==> config.mk <==
export PLATFORM = sky130hd
export DESIGN_NAME = cpu_timer_interrupt_controller_core
export DESIGN_NICKNAME = d
export VERILOG_FILES = /design/src/rtl/cticr_pkg.sv /design/src/rtl/cticr_exec.sv /design/src/rtl/cpu_timer_interrupt_controller_core.sv
export SDC_FILE = /design/constraint.sdc
export NUM_CORES = 1
export LEC_CHECK = 0
export BUFFER_PORTS_ARGS = -buffer_cell sky130_fd_sc_hd__clkbuf_2
export CORE_MARGIN = 2
export CORE_UTILIZATION = 58
export CTS_BUF_LIST = sky130_fd_sc_hd__clkbuf_8
export DETAILED_ROUTE_END_ITERATION = 10
export PLACE_DENSITY = 0.94
export SLEW_MARGIN = 25
export SYNTH_ARGS = -nofsm -noshare
export SYNTH_HDL_FRONTEND = slang
export SYNTH_SLANG_ARGS = --single-unit
==> constraint.sdc <==
create_clock -name clk -period 2.46 [get_ports clk]
set_input_delay 0.492 -clock clk [delete_from_list [all_inputs] [get_ports clk]]
set_output_delay 0.492 -clock clk [all_outputs]
set_load 0.005 [all_outputs]
==> src/rtl/cticr_pkg.sv <==
// shared types, codes and constants for the timer and interrupt controller
// no dependencies
`default_nettype none

package cticr_pkg;

	// item kinds
	localparam logic [2:0] MODE_READ  = 3'd0;
	localparam logic [2:0] MODE_WRITE = 3'd1;
	localparam logic [2:0] MODE_TICK  = 3'd2;
	localparam logic [2:0] MODE_POLL  = 3'd3;
	localparam logic [2:0] MODE_TAKE  = 3'd4;

	// page regions, address bits 12..10
	localparam logic [2:0] REGION_SOUND = 3'd2;
	localparam logic [2:0] REGION_TIMER = 3'd3;
	localparam logic [2:0] REGION_PORT  = 3'd4;
	localparam logic [2:0] REGION_IRQ   = 3'd5;

	// interrupt region registers, address bits 1..0
	localparam logic [1:0] IRQ_REG_ENABLE  = 2'd2;
	localparam logic [1:0] IRQ_REG_REQUEST = 2'd3;

	// taken source codes
	localparam logic [1:0] SRC_NONE  = 2'd0;
	localparam logic [1:0] SRC_TIMER = 2'd1;
	localparam logic [1:0] SRC_IRQ1  = 2'd2;
	localparam logic [1:0] SRC_IRQ2  = 2'd3;

	// request and enable bit positions
	localparam int BIT_TIMER = 2;
	localparam int BIT_IRQ1  = 1;
	localparam int BIT_IRQ2  = 0;

	localparam logic [7:0] RDATA_UNMAPPED  = 8'hFF;
	localparam logic [3:0] PORT_FIXED_HIGH = 4'h3;

	typedef struct packed {
		logic [2:0]  mode;
		logic [12:0] addr;
		logic [7:0]  wdata;
		logic        irq1_req;
		logic        irq2_req;
		logic        cpu_irq_masked;
		logic [3:0]  port_in;
		logic        bus_blocked;
	} item_t;

	typedef struct packed {
		logic [7:0] rdata;
		logic       port_write_valid;
		logic [1:0] port_out;
		logic       irq_pending;
		logic [1:0] irq_source;
	} result_t;

endpackage

`default_nettype wire

==> src/rtl/cticr_exec.sv <==
// timer, interrupt mask, request latch and bus buffer state with the
// combinational next-state update for one request; depends on cticr_pkg
`default_nettype none

module cticr_exec
	import cticr_pkg::*;
(
	input  wire logic    clk,
	input  wire logic    arst_n,
	input  wire logic    fire,
	input  wire item_t   item,
	output      result_t res
);

	logic [6:0] count_q, count_d;
	logic [6:0] reload_q, reload_d;
	logic       running_q, running_d;
	logic [7:0] last_q, last_d;
	logic [2:0] enable_q, enable_d;
	logic       treq_q, treq_d;
	logic [2:0] polled_q, polled_d;
	logic       decided_q, decided_d;

	logic [2:0] live;
	logic [2:0] region;
	logic [1:0] reg_sel;
	logic [2:0] hit;

	assign live    = {treq_q, item.irq1_req, item.irq2_req};
	assign region  = item.addr[12:10];
	assign reg_sel = item.addr[1:0];
	assign hit     = enable_q & polled_q;

	// next state and result for the current request
	always_comb begin
		count_d   = count_q;
		reload_d  = reload_q;
		running_d = running_q;
		last_d    = last_q;
		enable_d  = enable_q;
		treq_d    = treq_q;
		polled_d  = polled_q;
		decided_d = decided_q;
		res.rdata            = '0;
		res.port_write_valid = 1'b0;
		res.port_out         = '0;
		res.irq_source       = SRC_NONE;

		unique case (item.mode)
			MODE_READ: begin
				unique case (region)
					REGION_SOUND: res.rdata = item.bus_blocked ? 8'h00 : last_q;
					REGION_TIMER: res.rdata = item.bus_blocked ? 8'h00 : {last_q[7], count_q};
					REGION_PORT:  res.rdata = item.bus_blocked ? 8'h00 :
						{PORT_FIXED_HIGH, item.port_in};
					REGION_IRQ: begin
						if (item.bus_blocked) begin
							res.rdata = 8'h00;
						end else if (reg_sel == IRQ_REG_ENABLE) begin
							res.rdata = {last_q[7:3], ~enable_q};
						end else if (reg_sel == IRQ_REG_REQUEST) begin
							res.rdata = {last_q[7:3], live};
						end else begin
							res.rdata = last_q;
						end
					end
					default: res.rdata = RDATA_UNMAPPED;
				endcase
			end
			MODE_WRITE: begin
				unique case (region)
					REGION_TIMER: begin
						last_d = item.wdata;
						if (!item.addr[0]) begin
							reload_d = item.wdata[6:0];
						end else begin
							// start from stopped loads the count
							if (!running_q && item.wdata[0]) count_d = reload_q;
							running_d = item.wdata[0];
						end
					end
					REGION_PORT: begin
						last_d               = item.wdata;
						res.port_write_valid = 1'b1;
						res.port_out         = item.wdata[1:0];
					end
					REGION_IRQ: begin
						last_d = item.wdata;
						if (reg_sel == IRQ_REG_ENABLE) enable_d = ~item.wdata[2:0];
						else if (reg_sel == IRQ_REG_REQUEST) treq_d = 1'b0;
					end
					default: ;
				endcase
			end
			MODE_TICK: begin
				if (running_q) begin
					if (count_q == 7'd0) begin
						count_d = reload_q;
						treq_d  = 1'b1;
					end else begin
						count_d = count_q - 7'd1;
					end
				end
			end
			MODE_POLL: begin
				polled_d  = live;
				decided_d = (|(enable_q & live)) && !item.cpu_irq_masked;
			end
			MODE_TAKE: begin
				if (decided_q) begin
					decided_d = 1'b0;
					priority if (hit[BIT_TIMER]) begin
						treq_d         = 1'b0;
						res.irq_source = SRC_TIMER;
					end else if (hit[BIT_IRQ1]) begin
						res.irq_source = SRC_IRQ1;
					end else if (hit[BIT_IRQ2]) begin
						res.irq_source = SRC_IRQ2;
					end else begin
						res.irq_source = SRC_NONE;
					end
				end
			end
			default: ;
		endcase

		res.irq_pending = decided_d;
	end

	// state registers
	always_ff @(posedge clk or negedge arst_n) begin
		if (!arst_n) begin
			count_q   <= '0;
			reload_q  <= '0;
			running_q <= 1'b0;
			last_q    <= '0;
			enable_q  <= '0;
			treq_q    <= 1'b0;
			polled_q  <= '0;
			decided_q <= 1'b0;
		end else if (fire) begin
			count_q   <= count_d;
			reload_q  <= reload_d;
			running_q <= running_d;
			last_q    <= last_d;
			enable_q  <= enable_d;
			treq_q    <= treq_d;
			polled_q  <= polled_d;
			decided_q <= decided_d;
		end
	end

	// a take always clears the decision
	assert property (@(posedge clk) disable iff (!arst_n)
		fire && item.mode == MODE_TAKE |=> !decided_q)
		else $error("decision survived a take");

	// taking the timer source drops its request
	assert property (@(posedge clk) disable iff (!arst_n)
		fire && res.irq_source == SRC_TIMER |=> !treq_q)
		else $error("timer request kept after it was taken");

	// a masked poll never decides
	assert property (@(posedge clk) disable iff (!arst_n)
		fire && item.mode == MODE_POLL && item.cpu_irq_masked |=> !decided_q)
		else $error("masked poll decided an interrupt");

	// a source is only reported when a decision existed
	assert property (@(posedge clk) disable iff (!arst_n)
		fire && res.irq_source != SRC_NONE |-> decided_q)
		else $error("source taken without a decision");

endmodule

`default_nettype wire

==> src/rtl/cpu_timer_interrupt_controller_core.sv <==
// Timer and interrupt controller of an 8-bit CPU I/O page. One request (read,
// write, tick, poll or take) is accepted per clock while in_stall is low; each
// gives one result through the input register, the state update and the result
// register. A stalled result does not block the next request
// until the input register is also occupied. Depends on cticr_pkg, cticr_exec.
`default_nettype none

module cpu_timer_interrupt_controller_core
	import cticr_pkg::*;
(
	input  wire logic        clk,
	input  wire logic        arst_n,
	input  wire logic        in_valid,
	output      logic        in_stall,
	input  wire logic [2:0]  mode,
	input  wire logic [12:0] addr,
	input  wire logic [7:0]  wdata,
	input  wire logic        irq1_req,
	input  wire logic        irq2_req,
	input  wire logic        cpu_irq_masked,
	input  wire logic [3:0]  port_in,
	input  wire logic        bus_blocked,
	output      logic        out_valid,
	input  wire logic        out_stall,
	output      logic [7:0]  rdata,
	output      logic        port_write_valid,
	output      logic [1:0]  port_out,
	output      logic        irq_pending,
	output      logic [1:0]  irq_source
);

	logic    valid_s1;
	item_t   item_s1;
	logic    advance;
	result_t res;
	result_t res_q;

	// input stage moves on when the result register is free or being drained
	assign advance  = valid_s1 && (!out_valid || !out_stall);
	assign in_stall = valid_s1 && !advance;

	// input register
	always_ff @(posedge clk or negedge arst_n) begin
		if (!arst_n) begin
			valid_s1 <= 1'b0;
		end else if (!in_stall) begin
			valid_s1 <= in_valid;
		end
	end

	always_ff @(posedge clk) begin
		if (in_valid && !in_stall) begin
			item_s1 <= '{mode: mode, addr: addr, wdata: wdata, irq1_req: irq1_req,
				irq2_req: irq2_req, cpu_irq_masked: cpu_irq_masked,
				port_in: port_in, bus_blocked: bus_blocked};
		end
	end

	cticr_exec u_exec (
		.clk    (clk),
		.arst_n (arst_n),
		.fire   (advance),
		.item   (item_s1),
		.res    (res)
	);

	// result register
	always_ff @(posedge clk or negedge arst_n) begin
		if (!arst_n) begin
			out_valid <= 1'b0;
		end else if (advance) begin
			out_valid <= 1'b1;
		end else if (!out_stall) begin
			out_valid <= 1'b0;
		end
	end

	always_ff @(posedge clk) begin
		if (advance) begin
			res_q <= res;
		end
	end

	assign rdata            = res_q.rdata;
	assign port_write_valid = res_q.port_write_valid;
	assign port_out         = res_q.port_out;
	assign irq_pending      = res_q.irq_pending;
	assign irq_source       = res_q.irq_source;

	// the input side only stalls behind a held result
	assert property (@(posedge clk) disable iff (!arst_n)
		in_stall |-> valid_s1 && out_valid && out_stall)
		else $error("input stalled without a held result");

	// a request that moves on always produces a result next cycle
	assert property (@(posedge clk) disable iff (!arst_n)
		advance |=> out_valid)
		else $error("result lost after advance");

endmodule

`default_nettype wire

# Yosys cells after proc, flatten, opt, wreduce, memory -nomap -nowiden
# Index checks and enable logic that the tools add are counted.
[word_totals]
ff_bits = 79
input_bits = 36
output_inout_bits = 16
[op_classes]
reduce_logical = 28
n_bitwise = 7
eq_ne = 21
add_sub_neg = 1
muxes = 28
[op_table]
columns = ["cell", "n"]
rows = [
  ["$mux 7", 5],
  ["$pmux 8 s4", 1],
  ["$mux 8", 3],
  ["$ne 2x1->1 const B", 8],
  ["$pmux 7 s2", 1],
  ["$eq 3x2->1 const B", 4],
  ["$reduce_and 4->1", 3],
  ["$mux 1", 10],
  ["$eq 3x3->1 const B", 3],
  ["$mux 3", 3],
  ["$reduce_and 9->1", 1],
  ["$reduce_or 3->1", 3],
  ["$logic_not 7->1", 1],
  ["$sub 7x1->7 const B", 1],
  ["$and 3x3->3", 2],
  ["$logic_not 1->1", 6],
  ["$mux 6", 1],
  ["$ne 2x2->1 const B", 3],
  ["$not 3->3", 2],
  ["$reduce_and 2->1", 3],
  ["$reduce_and 6->1", 1],
  ["$logic_and 1x1->1", 5],
  ["$eq 2x2->1 const B", 2],
  ["$mux 2", 2],
  ["other kinds (9)", 11],
]

# Longest topological paths before layout
# Gate-level depths: netlist (run 1).
[logic_depth]
ltp_word = 7
depth_mapped = 7

# Hierarchy
# Synthesis (run 1) repeated with hierarchy kept, for this count alone.
[unflattened]
cells_unflattened = 264
area_unflattened_um2 = 3559.7
[by_module_without_submodules]
columns = ["module", "cells_each", "seq_area_each_um2", "area_each_um2", "instances"]
rows = [
  ["cticr_exec", 210, 775.7, 2085.8, 1],
  ["cpu_timer_interrupt_controller_core", 54, 1431.4, 1473.9, 1],
]

# Worst setup path before layout (run 1)
# No wires, ideal clock.
[synth_path]
kind = "reg2reg"
start = "register u_exec.count_q[0]"
end = "register u_exec.count_q[2]"
slack_ns = 0.363
path_buffers = 1
path_stages_with_launch = 8
synth_period_minus_slack_ns = 2.097
t_arrival_ns = 1.977
cell_sequence = "dfrtp_1 -> inv_1 -> ha_1 -> or4b_4 -> o31a_1 -> buf_6 -> mux2_4 -> a22o_1"
[synth_between]
elab_chain_cells = 4
[synth_lines]
columns = ["item", "line", "source"]
rows = [
  ["from (decl)", "cticr_exec.sv:15", "logic [6:0] count_q, count_d;"],
  ["from (signal assigned)", "cticr_exec.sv:142", "count_q <= count_d;"],
  ["$sub 7x1->7 or $logic_not 7->1 (tied branches)", "cticr_exec.sv:101, cticr_exec.sv:97", ""],
  ["$mux 7 (*)", "cticr_exec.sv:97", "if (count_q == 7'd0) begin"],
  ["$mux 7 (*)", "cticr_exec.sv:96", "if (running_q) begin"],
  ["$pmux 7 s2 (*)", "cticr_exec.sv:49", "unique case (item.mode)"],
]
# Mark *: on every way between the ends. The rest lies on a longest branch, timed or not. The select of a mux whose other input is x is not followed.
# A chain may end at the register's enable or synchronous reset.

# Final worst setup path (run 1)
# Same ends and word-level chain as after synthesis.

==> metrics.md, run 1 <==
| Metric | Value |
|---|---|
| VDD IR max | 749.8 µV |
| GPL Wtd Cong | 0.9031 |
| Reg2Reg Depth | 6 |
| Sequential fraction of the synthesis area | 60.65% |
| R2R setup slack | 0.30 ns |
| CTS Hold Buffers Added | 0 |
| Remaining Overflow, GRT | 0 |
| Die Ht | 78.78 µm |
| EDFF count, synth | 38 |
| ANT cells | 0 |
| Initial antenna violation count | 0 |
| IO Count | 52 |
| DRC viols | 0 |
| Peak Freq | 462.1 MHz |
| Area leader, netlist | edfxtp_1 |
| Final setup viols | 0 |
| Crit path DAT | 2.41 ns |
| Clk slew on worst S/H paths | 0.07 ns |
| Crit path launch type | register |
| Final HPWL DP | 4668 µm |
| Via/cell ratio | 5.979 |
| First-pass GRT wire length | 10910 µm |
| H-tree depth | 3 |
| Kind of critical path | reg -> reg |
| Area share of the largest cell type after synthesis | 35.19% |
| RSZ-0062 raised after global routing | no |
| Hold WC Path Type | in -> async |
| Final Hold Violating Endpoints | 0 |
| Final hold slack | 0.2350 ns |
| Count leader, synth | edfxtp_1 |
| Synth Flop Type | edfxtp_1 |
| RR Endpoint | u_exec.count_q[2]$_DFFE_PN0P_ |
| Synth Net Count | 296 |
| YS warnings | 0 |
| Cell Pwr Density | 694.8 nW/µm² |
| Post-Syn Area | 3243 µm² |
| Starting Density | 59.63% |
| Slew Limit Fails | 0 |
| Fin nets | 350 |
| TritonCTS buffer count | 9 |
| DIE AREA | 6206 µm² |
| Largest net degree at the start of global routing | 34 |
| Post-CTS Resized | 0 |
| WL/cell | 17.10 µm |
| Cells after Synth | 258 |
| Worst reg2reg path startpoint | u_exec.count_q[0]$_DFFE_PN0P_ |
| Logic pwr share | 12.6% |
| Grt met1 use | 31.37% |
| DR pass1 iterations | 4 |
| Layout area overhead | 15.28% |
| CP endpoint kind | register |
| Final setup TNS | 0 ns |
| P_int | 1.909 mW |
| Synthesized flop and latch total | 71 |
| Met2 Usage GRT | 36.07% |
| Max-slew headroom at the worst pin | 43.07% |
| Syn avg cell area | 12.57 µm² |
| Wirelength, routed | 6650 µm |
| Clock share of power | 30.4% |
| Core Region | 5439 µm² |
| M3 GR Usage | 6.818% |
| Period utilization | 87.96% |
| Switch Pwr | 0.6886 mW |
| Clock sinks | 71 |
| CP max FO | 8 |
| Clk_lat worst skew | 0.35 ns |
| CTS tree | done |
| Die X | 78.78 µm |
| GRT busiest layer | met2 |
| Post-detailed-route count of antenna-violating nets | 0 |
| Via count | 2326 |
| Layout cells sized above 1 | 30.91% |
| CTS Buffer Depth | 2 |
| MaxCap Viol Count | 0 |
| Buffers on Ports | 43 |
| Rows | 27 |
| Post-layout min period | 2.164 ns |
| GRT Total Usage | 23.46% |
| CTS root buf | clkbuf_8 |
| Switching Share | 26.51% |
| Leakage Power | 1.613 nW |
| Post-synthesis cell type count | 51 |
| Dominant cells by area after synthesis | edfxtp_1 35%, dfrtp_1 25%, mux2_2 6.9% |
| Most common library cells after synthesis | 38 x edfxtp_1, 33 x dfrtp_1, 20 x mux2_2 |
| Setup Buffers After CTS | 0 |
| Flop pwr share | 57.0% |
| Initial drt markers | 256 |
| Fin Clk Skew | 0.009777 ns |
| Status | complete, no violations |
| Critical path data required time | 2.70 ns |
| Measured slew at the worst slew-check pin | 0.8540 ns |
| Vias in the first global route | 2294 |
| Asr flop ratio synth | 46.48% |
[how the worst max path moves through the flow]
stage	startpoint	to	slack, ns	cells past startpoint
4_1_cts	u_exec.count_q[0]$_DFFE_PN0P_	u_exec.count_q[2]$_DFFE_PN0P_	0.30	6
3_3_place_gp	u_exec.count_q[0]$_DFFE_PN0P_	u_exec.count_q[2]$_DFFE_PN0P_	0.35	6
3_5_place_dp	u_exec.count_q[0]$_DFFE_PN0P_	u_exec.count_q[2]$_DFFE_PN0P_	0.32	6
6_report	u_exec.count_q[0]$_DFFE_PN0P_	u_exec.count_q[2]$_DFFE_PN0P_	0.30	6
2_1_floorplan	u_exec.count_q[0]$_DFFE_PN0P_	u_exec.count_q[2]$_DFFE_PN0P_	0.36	7
5_1_grt	u_exec.count_q[1]$_DFFE_PN0P_	u_exec.count_q[2]$_DFFE_PN0P_	0.21	6
[kinds of logic after synthesis]
logic type | share of synthesized area [%]
fa+ha+maj | 0.7715
buf+inv | 3.164
simple gates | 13.77
mux | 9.877
compound gates | 11.77
flops | 60.65
[power groups by stage]
stage	sequential, mW	clock [mW]	combinational [mW]
final	1.48	0.790	0.326
after global routing	1.49	0.842	0.361
after CTS	1.48	0.801	0.326
after detailed placement	1.50	0	0.322
after global placement	1.49	0	0.307
after floorplan	1.47	0	0.212
[cell usage in the layout (no fill, tap or decap), drive strengths merged, types with 2 or more instances in the layout]
cell type / count
o21ai: 9
a22oi: 2
nor2b: 8
ha: 2
dfrtp: 33
mux2i: 8
nand3b: 2
nor2: 12
buf: 10
or2: 3
or3b: 2
nand2b: 5
a22o: 5
inv: 15
and3: 4
edfxtp: 38
o22ai: 5
clkinv: 6
or3: 2
a21oi: 12
nor3b: 2
clkbuf: 52
and2: 4
mux2: 21
nor3: 10
nand3: 5
a221o: 3
a21o: 3
nor4: 3
o32ai: 5
nand2: 14
[metrics by stage]
step                power (mW)  util [%]  instance area [µm²]  worst slack (ns)  std cells
CTS                      2.605     68.74                 3739            0.2954        389
detailed placement       1.823     65.70                 3573            0.3183        373
global route             2.697     68.74                 3739            0.2124        389
finish                   2.598     68.74                 3739            0.2961        389
floorplan                1.684         -                 3243            0.3625        258
global placement         1.798     65.70                 3573            0.3452        373
[area by class of cell]
| class | instances | area, µm² |
|---|---|---|
| Multi-Input combinational cell | 163 | 1174 |
| Clock buffer | 9 | 123.9 |
| Fill cell | 376 | 1700 |
| Timing Repair Buffer | 53 | 290.3 |
| Sequential cell | 71 | 1967 |
| Clock inverter | 7 | 41.29 |
| Inverter | 14 | 52.55 |
| Tap cell | 72 | 90.09 |
[worst max-delay path, stage by stage, from the launching register on]
cell and delay [ns]:
dfrtp_1 0.41, inv_1 0.09, ha_1 0.14, or4b_4 0.48
o31a_1 0.38, mux2_4 0.34, a22o_1 0.23
[sequential cells by signal (all words and copies together), names as in the netlist, 2 cells and up]
| name | flops |
|---|---|
| u_exec.count_q | 7 |
| u_exec.reload_q | 7 |
| u_exec.polled_q | 3 |
| item_s1 | 24 |
| u_exec.enable_q | 3 |
| u_exec.last_q | 8 |
| irq_source | 2 |
| port_out | 2 |
| rdata | 8 |
[routing by layer]
layer | share of wire [%] | wire length, µm
met1 | 43 | 2828
met5 | 0 | 0
met3 | 6.4 | 424
met4 | 2.5 | 167
met2 | 49 | 3229
No activity file was read; power rests on OpenSTA's default activity.
==> inputs of run 2 (changes only) <==
--- a/config.mk
+++ b/config.mk
@@ -5,9 +5,10 @@
 export SDC_FILE = /design/constraint.sdc
 export NUM_CORES = 1
 export LEC_CHECK = 0
+export ABC_AREA = 1
 export BUFFER_PORTS_ARGS = -buffer_cell sky130_fd_sc_hd__clkbuf_2
 export CORE_MARGIN = 2
-export CORE_UTILIZATION = 58
+export CORE_UTILIZATION = 59
 export CTS_BUF_LIST = sky130_fd_sc_hd__clkbuf_8
 export DETAILED_ROUTE_END_ITERATION = 10
 export PLACE_DENSITY = 0.94
==> run 2 against run 1 <==
Against the previous run: final cell count is 28% higher; cell area is 3.4% higher; synthesized cell count is 44% higher; non-clock buffer count is 8 lower; register-to-register slack better by 0.40 ns; critical endpoint is now u_exec.treq_q$_DFFE_PN0P_; wire length is 7.0% higher; clock-buffer cell count stayed put.
==> metrics.md, run 2 <==
| Metric | Value |
|---|---|
| Status | complete, no violations |
| Register bank with the most flops | item_s1 |
| Peak Freq | 568.3 MHz (+23%) |
| Final setup viols | 0 (unchanged) |
| Rows | 27 (unchanged) |
| Area share of the largest cell type after synthesis | 33.20% (-2.0 points) |
| R2R setup slack | 0.70 ns (+0.40 ns) |
| Post-CTS Resized | 0 (unchanged) |
| Cell family with most CP delay | simple AND/OR/NAND/NOR gates |
| Crit path launch type | register |
| Crit path DAT | 2.05 ns (-0.36 ns) |
| Layout fillers | 394 (+4.8%) |
| DRC viols | 0 (unchanged) |
| CTS tree | done |
| Measured slew at the worst slew-check pin | 0.8323 ns (-0.02165 ns) |
| Fin nets | 460 (+31%) |
| Final Hold Violating Endpoints | 0 (unchanged) |
| EDFF count, synth | 38 (unchanged) |
| Cells after Synth | 372 (+44%) |
| CP endpoint kind | register |
| Most common cell after layout, fill and taps aside | nand2_1 |
| Worst-path cell with the longest stage delay | dfrtp_1 |
| Via/cell ratio | 5.573 (-6.8%) |
| GPL Wtd Cong | 0.9319 (+3.2%) |
| Final setup TNS | 0 ns (unchanged) |
| Layout cells sized above 1 | 21.31% (-9.6 points) |
| Synth Net Count | 410 (+39%) |
| H-tree depth | 3 (unchanged) |
| Dominant cells by area after synthesis | edfxtp_1 33%, dfrtp_1 24%, nand2_1 11% |
| DR pass1 iterations | 7 (+3) |
| CP max FO | 13 (+5) |
| Syn avg cell area | 9.239 µm² (-26%) |
| Starting Density | 61.66% (+2.0 points) |
| Worst reg2reg path startpoint | u_exec.count_q[0]$_DFFE_PN0P_ |
| Slowest stage delay, CP | 0.40 ns (-0.08 ns) |
| RSZ-0062 raised after global routing | no |
| Most used cell, CP | inv_1 |
| Fin Clk Skew | 0.008238 ns (-0.001538 ns) |
| CTS root buf | clkbuf_8 |
| GRT Total Usage | 24.71% (+1.3 points) |
| Wirelength, routed | 7116 µm (+7.0%) |
| Synth Flop Type | edfxtp_1 |
| Initial antenna violation count | 0 (unchanged) |
| Max reg flops | 24 (unchanged) |
| YS warnings | 0 (unchanged) |
| First-pass GRT wire length | 11760 µm (+7.8%) |
| Via count | 2781 (+20%) |
| Leakage Power | 1.863 nW (+16%) |
| Slew Limit Fails | 0 (unchanged) |
| Area leader, netlist | edfxtp_1 |
| CP cell instances | inv_1, ha_1, inv_1, nor2_1, nand3_1, nand2_1, inv_1, nor2_1, nand3_1, nand2_1 |
| Post-Syn Area | 3437 µm² (+6.0%) |
| Buffers on Ports | 43 (unchanged) |
| Worst Setup SP | u_exec.count_q[0]$_DFFE_PN0P_ |
| Clock sinks | 71 (unchanged) |
| Post-detailed-route count of antenna-violating nets | 0 (unchanged) |
| RR Endpoint | u_exec.treq_q$_DFFE_PN0P_ |
| Hold WC Path Type | in -> async |
| DIE AREA | 6452 µm² (+4.0%) |
| TritonCTS buffer count | 9 (unchanged) |
| Period utilization | 71.53% (-16 points) |
| Crit path buf inv count | 3 (+2) |
| Setup Buffers After CTS | 0 (unchanged) |
| IO Count | 52 (unchanged) |
| VDD IR max | 503.7 µV (-33%) |
| Die X | 80.33 µm (+2.0%) |
| CTS Hold Buffers Added | 0 (unchanged) |
| Initial drt markers | 369 (+44%) |
| Reg2Reg Depth | 10 (+4) |
| Asr flop ratio synth | 46.48% (unchanged) |
| Final core occ | 69.36% (+0.62 points) |
| Remaining Overflow, GRT | 0 (unchanged) |
| Sequential fraction of the synthesis area | 57.23% (-3.4 points) |
| Synthesized flop and latch total | 71 (unchanged) |
| CTS Buffer Depth | 2 (unchanged) |
| Layout area overhead | 12.49% |
| Most common library cells after synthesis | 101 x nand2_1, 44 x inv_1, 39 x nand3_1 |
| Die Ht | 80.33 µm (+2.0%) |
| Post-layout min period | 1.760 ns (-0.4043 ns) |
| Vias in the first global route | 2611 (+14%) |
| Count leader, synth | nand2_1 |
| Most frequent cells in the layout | 101 x nand2_1, 49 x inv_1, 43 x clkbuf_2, 39 x nand3_1, 38 x edfxtp_1 |
| Largest net degree at the start of global routing | 34 (unchanged) |
| Post-synthesis cell type count | 32 (-37%) |
| Cell area after layout | 3866 µm² (+3.4%) |
| Max-slew headroom at the worst pin | 44.51% (+1.4 points) |
| Clk_lat worst skew | 0.35 ns (about the same) |
| ANT cells | 0 (unchanged) |
| Placed Area | 3714 µm² (+3.9%) |
| Clk slew on worst S/H paths | 0.07 ns (about the same) |
| Core Region | 5574 µm² (+2.5%) |
| WL/cell | 14.26 µm (-17%) |
| Final HPWL DP | 5224 µm (+12%) |
| Kind of critical path | reg -> reg |
| Cell Pwr Density | 725.7 nW/µm² (+4.4%) |
| Critical path data required time | 2.75 ns (+0.05 ns) |
| MaxCap Viol Count | 0 (unchanged) |
[run 2: kinds of logic after synthesis]
group	after synthesis	synth area share [%]
simple gates	196	26.14
flops	71	57.23
buf+inv	55	6.625
compound gates	46	8.773
xor+xnor	2	0.5097
fa+ha+maj	2	0.7280
[run 2: stage by stage]
step	hold slack (ns)	instances	setup WS [ns]	total power, mW
after floorplan	0.1964	372	0.7187	1.895
after global routing	0.3009	499	0.5622	2.943
after CTS	0.2465	499	0.7345	2.804
final	0.2323	499	0.7005	2.806
after detailed placement	0.4629	483	0.7367	2.070
after global placement	0.4531	483	0.7738	2.028
[run 2: report_power, final]
part,internal [mW],switching [mW]
combinational,0.191,0.326
sequential,1.42,0.121
clock,0.344,0.402
[run 2: metal layers]
| metal | wire (µm) | share of wire (%) | track usage (%) | vias up |
|---|---|---|---|---|
| li1 | - | - | - | 1330 |
| met1 | 2816 | 40 | 30.69 | 1277 |
| met2 | 3551 | 50 | 40.08 | 146 |
| met3 | 535 | 7.5 | 5.056 | 28 |
| met4 | 212 | 3.0 | 14.41 | 0 |
| met5 | 0 | 0 | 0 | - |
[run 2: worst max-delay path by stage]
stage	depth (start not counted)	end	slack [ns]
5_1_grt	11	u_exec.count_q[3]$_DFFE_PN0P_	0.56
6_report	10	u_exec.treq_q$_DFFE_PN0P_	0.70
3_3_place_gp	7	u_exec.reload_q[5]$_DFFE_PN0P_	0.77
4_1_cts	5	u_exec.last_q[3]$_DFFE_PN0P_	0.73
2_1_floorplan	7	u_exec.count_q[4]$_DFFE_PN0P_	0.72
3_5_place_dp	7	u_exec.reload_q[4]$_DFFE_PN0P_	0.74
[run 2: area by class of cell]
| type | count | area, µm² | area share [%] |
|---|---|---|---|
| multi-input cells | 246 | 1242 | 32.14 |
| clock inverters | 7 | 28.78 | 0.7443 |
| flip-flops and latches | 71 | 1967 | 50.87 |
| inverters | 49 | 183.9 | 4.757 |
| well taps | 72 | 90.09 | 2.330 |
| clock buffers | 9 | 123.9 | 3.204 |
| repair buffers | 45 | 230.2 | 5.955 |
==> inputs of run 3 (changes only) <==
--- a/config.mk
+++ b/config.mk
@@ -5,10 +5,10 @@
 export SDC_FILE = /design/constraint.sdc
 export NUM_CORES = 1
 export LEC_CHECK = 0
-export ABC_AREA = 1
+export ABC_AREA = 0
 export BUFFER_PORTS_ARGS = -buffer_cell sky130_fd_sc_hd__clkbuf_2
 export CORE_MARGIN = 2
-export CORE_UTILIZATION = 59
+export CORE_UTILIZATION = 58
 export CTS_BUF_LIST = sky130_fd_sc_hd__clkbuf_8
 export DETAILED_ROUTE_END_ITERATION = 10
 export PLACE_DENSITY = 0.94
==> constraint.sdc (replaced) <==
create_clock -name clk -period 1.7 [get_ports clk]
set_input_delay 0.34 -clock clk [delete_from_list [all_inputs] [get_ports clk]]
set_output_delay 0.34 -clock clk [all_outputs]
set_load 0.005 [all_outputs]
==> run 3 against run 2 <==
Against the previous run: the run now ends with hold timing, setup timing left; fmax down 14%; non-clock buffer count up 51; via count up 5.6%; clock skew up 0.0050 ns; sequential power up 41%; power up 54%; highest routed layer unchanged.
==> metrics.md, run 3 (synthesis gave the netlist of run 1 again) <==
| Metric | Value |
|---|---|
| Status | finished, violations left |
| Failing checks | hold timing, setup timing |
| Reg2Reg Depth | 6 (-4) |
| IO Count | 52 (unchanged) |
| P_int | 3.068 mW (+57%) |
| First-pass GRT wire length | 15460 µm (+31%) |
| Critical path data required time | 1.95 ns (-0.80 ns) |
| Levels on crit path | 6 (-4) |
| CP max FO | 4 (-9) |
| Hold WC Path Type | in -> async |
| Starting Density | 59.63% (-2.0 points) |
| Initial drt markers | 392 (+6.2%) |
| Clk slew on worst S/H paths | 0.09 ns (+0.02 ns) |
| Kind of critical path | reg -> reg |
| Wirelength, routed | 11480 µm (+61%) |
| CP cell instances | inv_2, ha_4, or4b_4, o31a_1, mux2_4, a22o_1 |
| Peak Freq | 490.6 MHz (-14%) |
| Flop pwr share | 50.4% (-4.6 points) |
| Worst-path cell with the longest stage delay | or4b_4 |
| CTS tree | done |
| H-tree depth | 3 (unchanged) |
| ANT cells | 0 (unchanged) |
| Final Hold Violating Endpoints | 2 (+2) |
| Crit path DAT | 2.28 ns (+0.23 ns) |
| Via count | 2936 (+5.6%) |
| Crit path launch type | register |
| Core Region | 5439 µm² (-2.4%) |
| Final HPWL DP | 5547 µm (+6.2%) |
| Clock sinks | 71 (unchanged) |
| Die Ht | 78.78 µm (-1.9%) |
| Switching Share | 28.85% (-1.4 points) |
| CTS root buf | clkbuf_8 |
| Period utilization | 119.9% (+48 points) |
| Post-detailed-route count of antenna-violating nets | 0 (unchanged) |
| Post-layout min period | 2.038 ns (+0.2788 ns) |
| Clock share of power | 32.5% (+5.9 points) |
| Buffers on Ports | 43 (unchanged) |
| Fin Clk Skew | 0.01320 ns (+0.004962 ns) |
| Crit path buf inv count | 1 (-2) |
| MaxCap Viol Count | 0 (unchanged) |
| Vias in the first global route | 2870 (+9.9%) |
| Cell family with most CP delay | compound AO/OA/AOI/OAI gates |
| Fin nets | 393 (-15%) |
| CTS Buffer Depth | 2 (unchanged) |
| DIE AREA | 6206 µm² (-3.8%) |
| DR pass1 iterations | 5 (-2) |
| Cell Pwr Density | 992.6 nW/µm² (+37%) |
| Slew Limit Fails | 0 (unchanged) |
| Most frequent cells in the layout | 46 x buf_4, 43 x clkbuf_2, 38 x edfxtp_1, 33 x dfrtp_1, 14 x nand2_1 |
| Most common cell after layout, fill and taps aside | buf_4 |
| DRC viols | 0 (unchanged) |
| Post-layout power | 4.312 mW (+54%) |
| Initial antenna violation count | 0 (unchanged) |
| Final setup margin | -0.3383 ns (-1.039 ns) |
| VDD IR max | 1342 µV (+170%) |
| Max reg flops | 24 (unchanged) |
| WL/cell | 26.57 µm (+86%) |
| Remaining Overflow, GRT | 0 (unchanged) |
| CTS Hold Buffers Added | 0 (unchanged) |
| GRT Total Usage | 34.49% (+9.8 points) |
| Clk_lat worst skew | 0.37 ns (+0.02 ns) |
| CP endpoint kind | register |
| Largest net degree at the start of global routing | 34 (unchanged) |
| Cell area after layout | 4344 µm² (+12%) |
| GPL Wtd Cong | 0.8545 (-8.3%) |
| Switch Pwr | 1.244 mW (+47%) |
| Measured slew at the worst slew-check pin | 0.5732 ns (-0.2591 ns) |
| Final hold slack | -0.002054 ns (-0.2343 ns) |
| Slowest stage delay, CP | 0.46 ns (+0.06 ns) |
| Max-slew headroom at the worst pin | 61.38% (+17 points) |
| Leakage Power | 1.895 nW (+1.7%) |
| Die X | 78.78 µm (-1.9%) |
| RSZ-0062 raised after global routing | yes |
| TritonCTS buffer count | 9 (unchanged) |
| Final setup viols | 35 (+35) |
| Placed Area | 3886 µm² (+4.6%) |
| Layout cells sized above 1 | 46.67% (+25 points) |
| Via/cell ratio | 6.796 (+22%) |
| Layout fillers | 256 (-35%) |
| Final setup TNS | -5.416 ns (-5.416 ns) |
| Layout area overhead | 33.95% |
| Rows | 27 (unchanged) |
| Logic pwr share | 17.1% (-1.3 points) |
| Register bank with the most flops | item_s1 |
## run 3: area by class of cell
type                       count  area, µm²  share of cell area, %
timing repair buffer          96      656.9                  15.12
sequential                    71       1967                  45.28
multi-input combinational    163       1376                  31.68
clock inverter                 6      60.06                  1.382
inverter                      14      56.30                  1.296
tap                           72      90.09                  2.074
clock buffer                  10      137.6                  3.168
## run 3: per-layer routing
metal,part of all wire (%),GRT usage (%),vias to the layer above
li1,-,-,1160
met1,33,42.89,1372
met2,47,56.32,301
met3,12,8.068,103
met4,7.7,18.60,0
met5,0,0,-
## run 3: through the flow
stage / util [%] / setup WS, ns / instances
floorplan: - / -0.3610 / 258
global placement: 71.45 / -0.2581 / 403
detailed placement: 71.45 / -0.3121 / 403
CTS: 76.54 / -0.3076 / 422
global route: 79.87 / -0.3952 / 432
finish: 79.87 / -0.3383 / 432
## run 3: power groups by stage
stage | Combinational (mW) | Clock [mW] | Sequential, mW
finish | 0.737 | 1.40 | 2.17
floorplan | 0.325 | 0 | 2.13
global placement | 0.536 | 0 | 2.15
global route | 0.770 | 1.46 | 2.17
detailed placement | 0.576 | 0 | 2.16
CTS | 0.617 | 1.36 | 2.14
## run 3: path summary, 6_finish.rpt
path,start,to,slack (ns)
max,u_exec.count_q[0]$_DFFE_PN0P_,u_exec.count_q[2]$_DFFE_PN0P_,-0.34
min,arst_n,valid_s1$_DFFE_PN0N_,-0.002
min reg2reg,u_exec.last_q[1]$_DFFE_PN0P_,u_exec.last_q[1]$_DFFE_PN0P_,0.53
max reg2reg,u_exec.count_q[0]$_DFFE_PN0P_,u_exec.count_q[2]$_DFFE_PN0P_,-0.34
max in group asynchronous,arst_n,u_exec.last_q[4]$_DFFE_PN0P_,1.35
min in group clk,port_in[0],item_s1[1]$_DFFE_PP_,0.15
## run 3: what timing repair did
item / in CTS / in global routing
pin swaps: 2 / 11
setup endpoints to repair: 30 / 37
setup buffers: 3 / 10
gates resized for setup: 13 / 25
cloned: 0 / 0
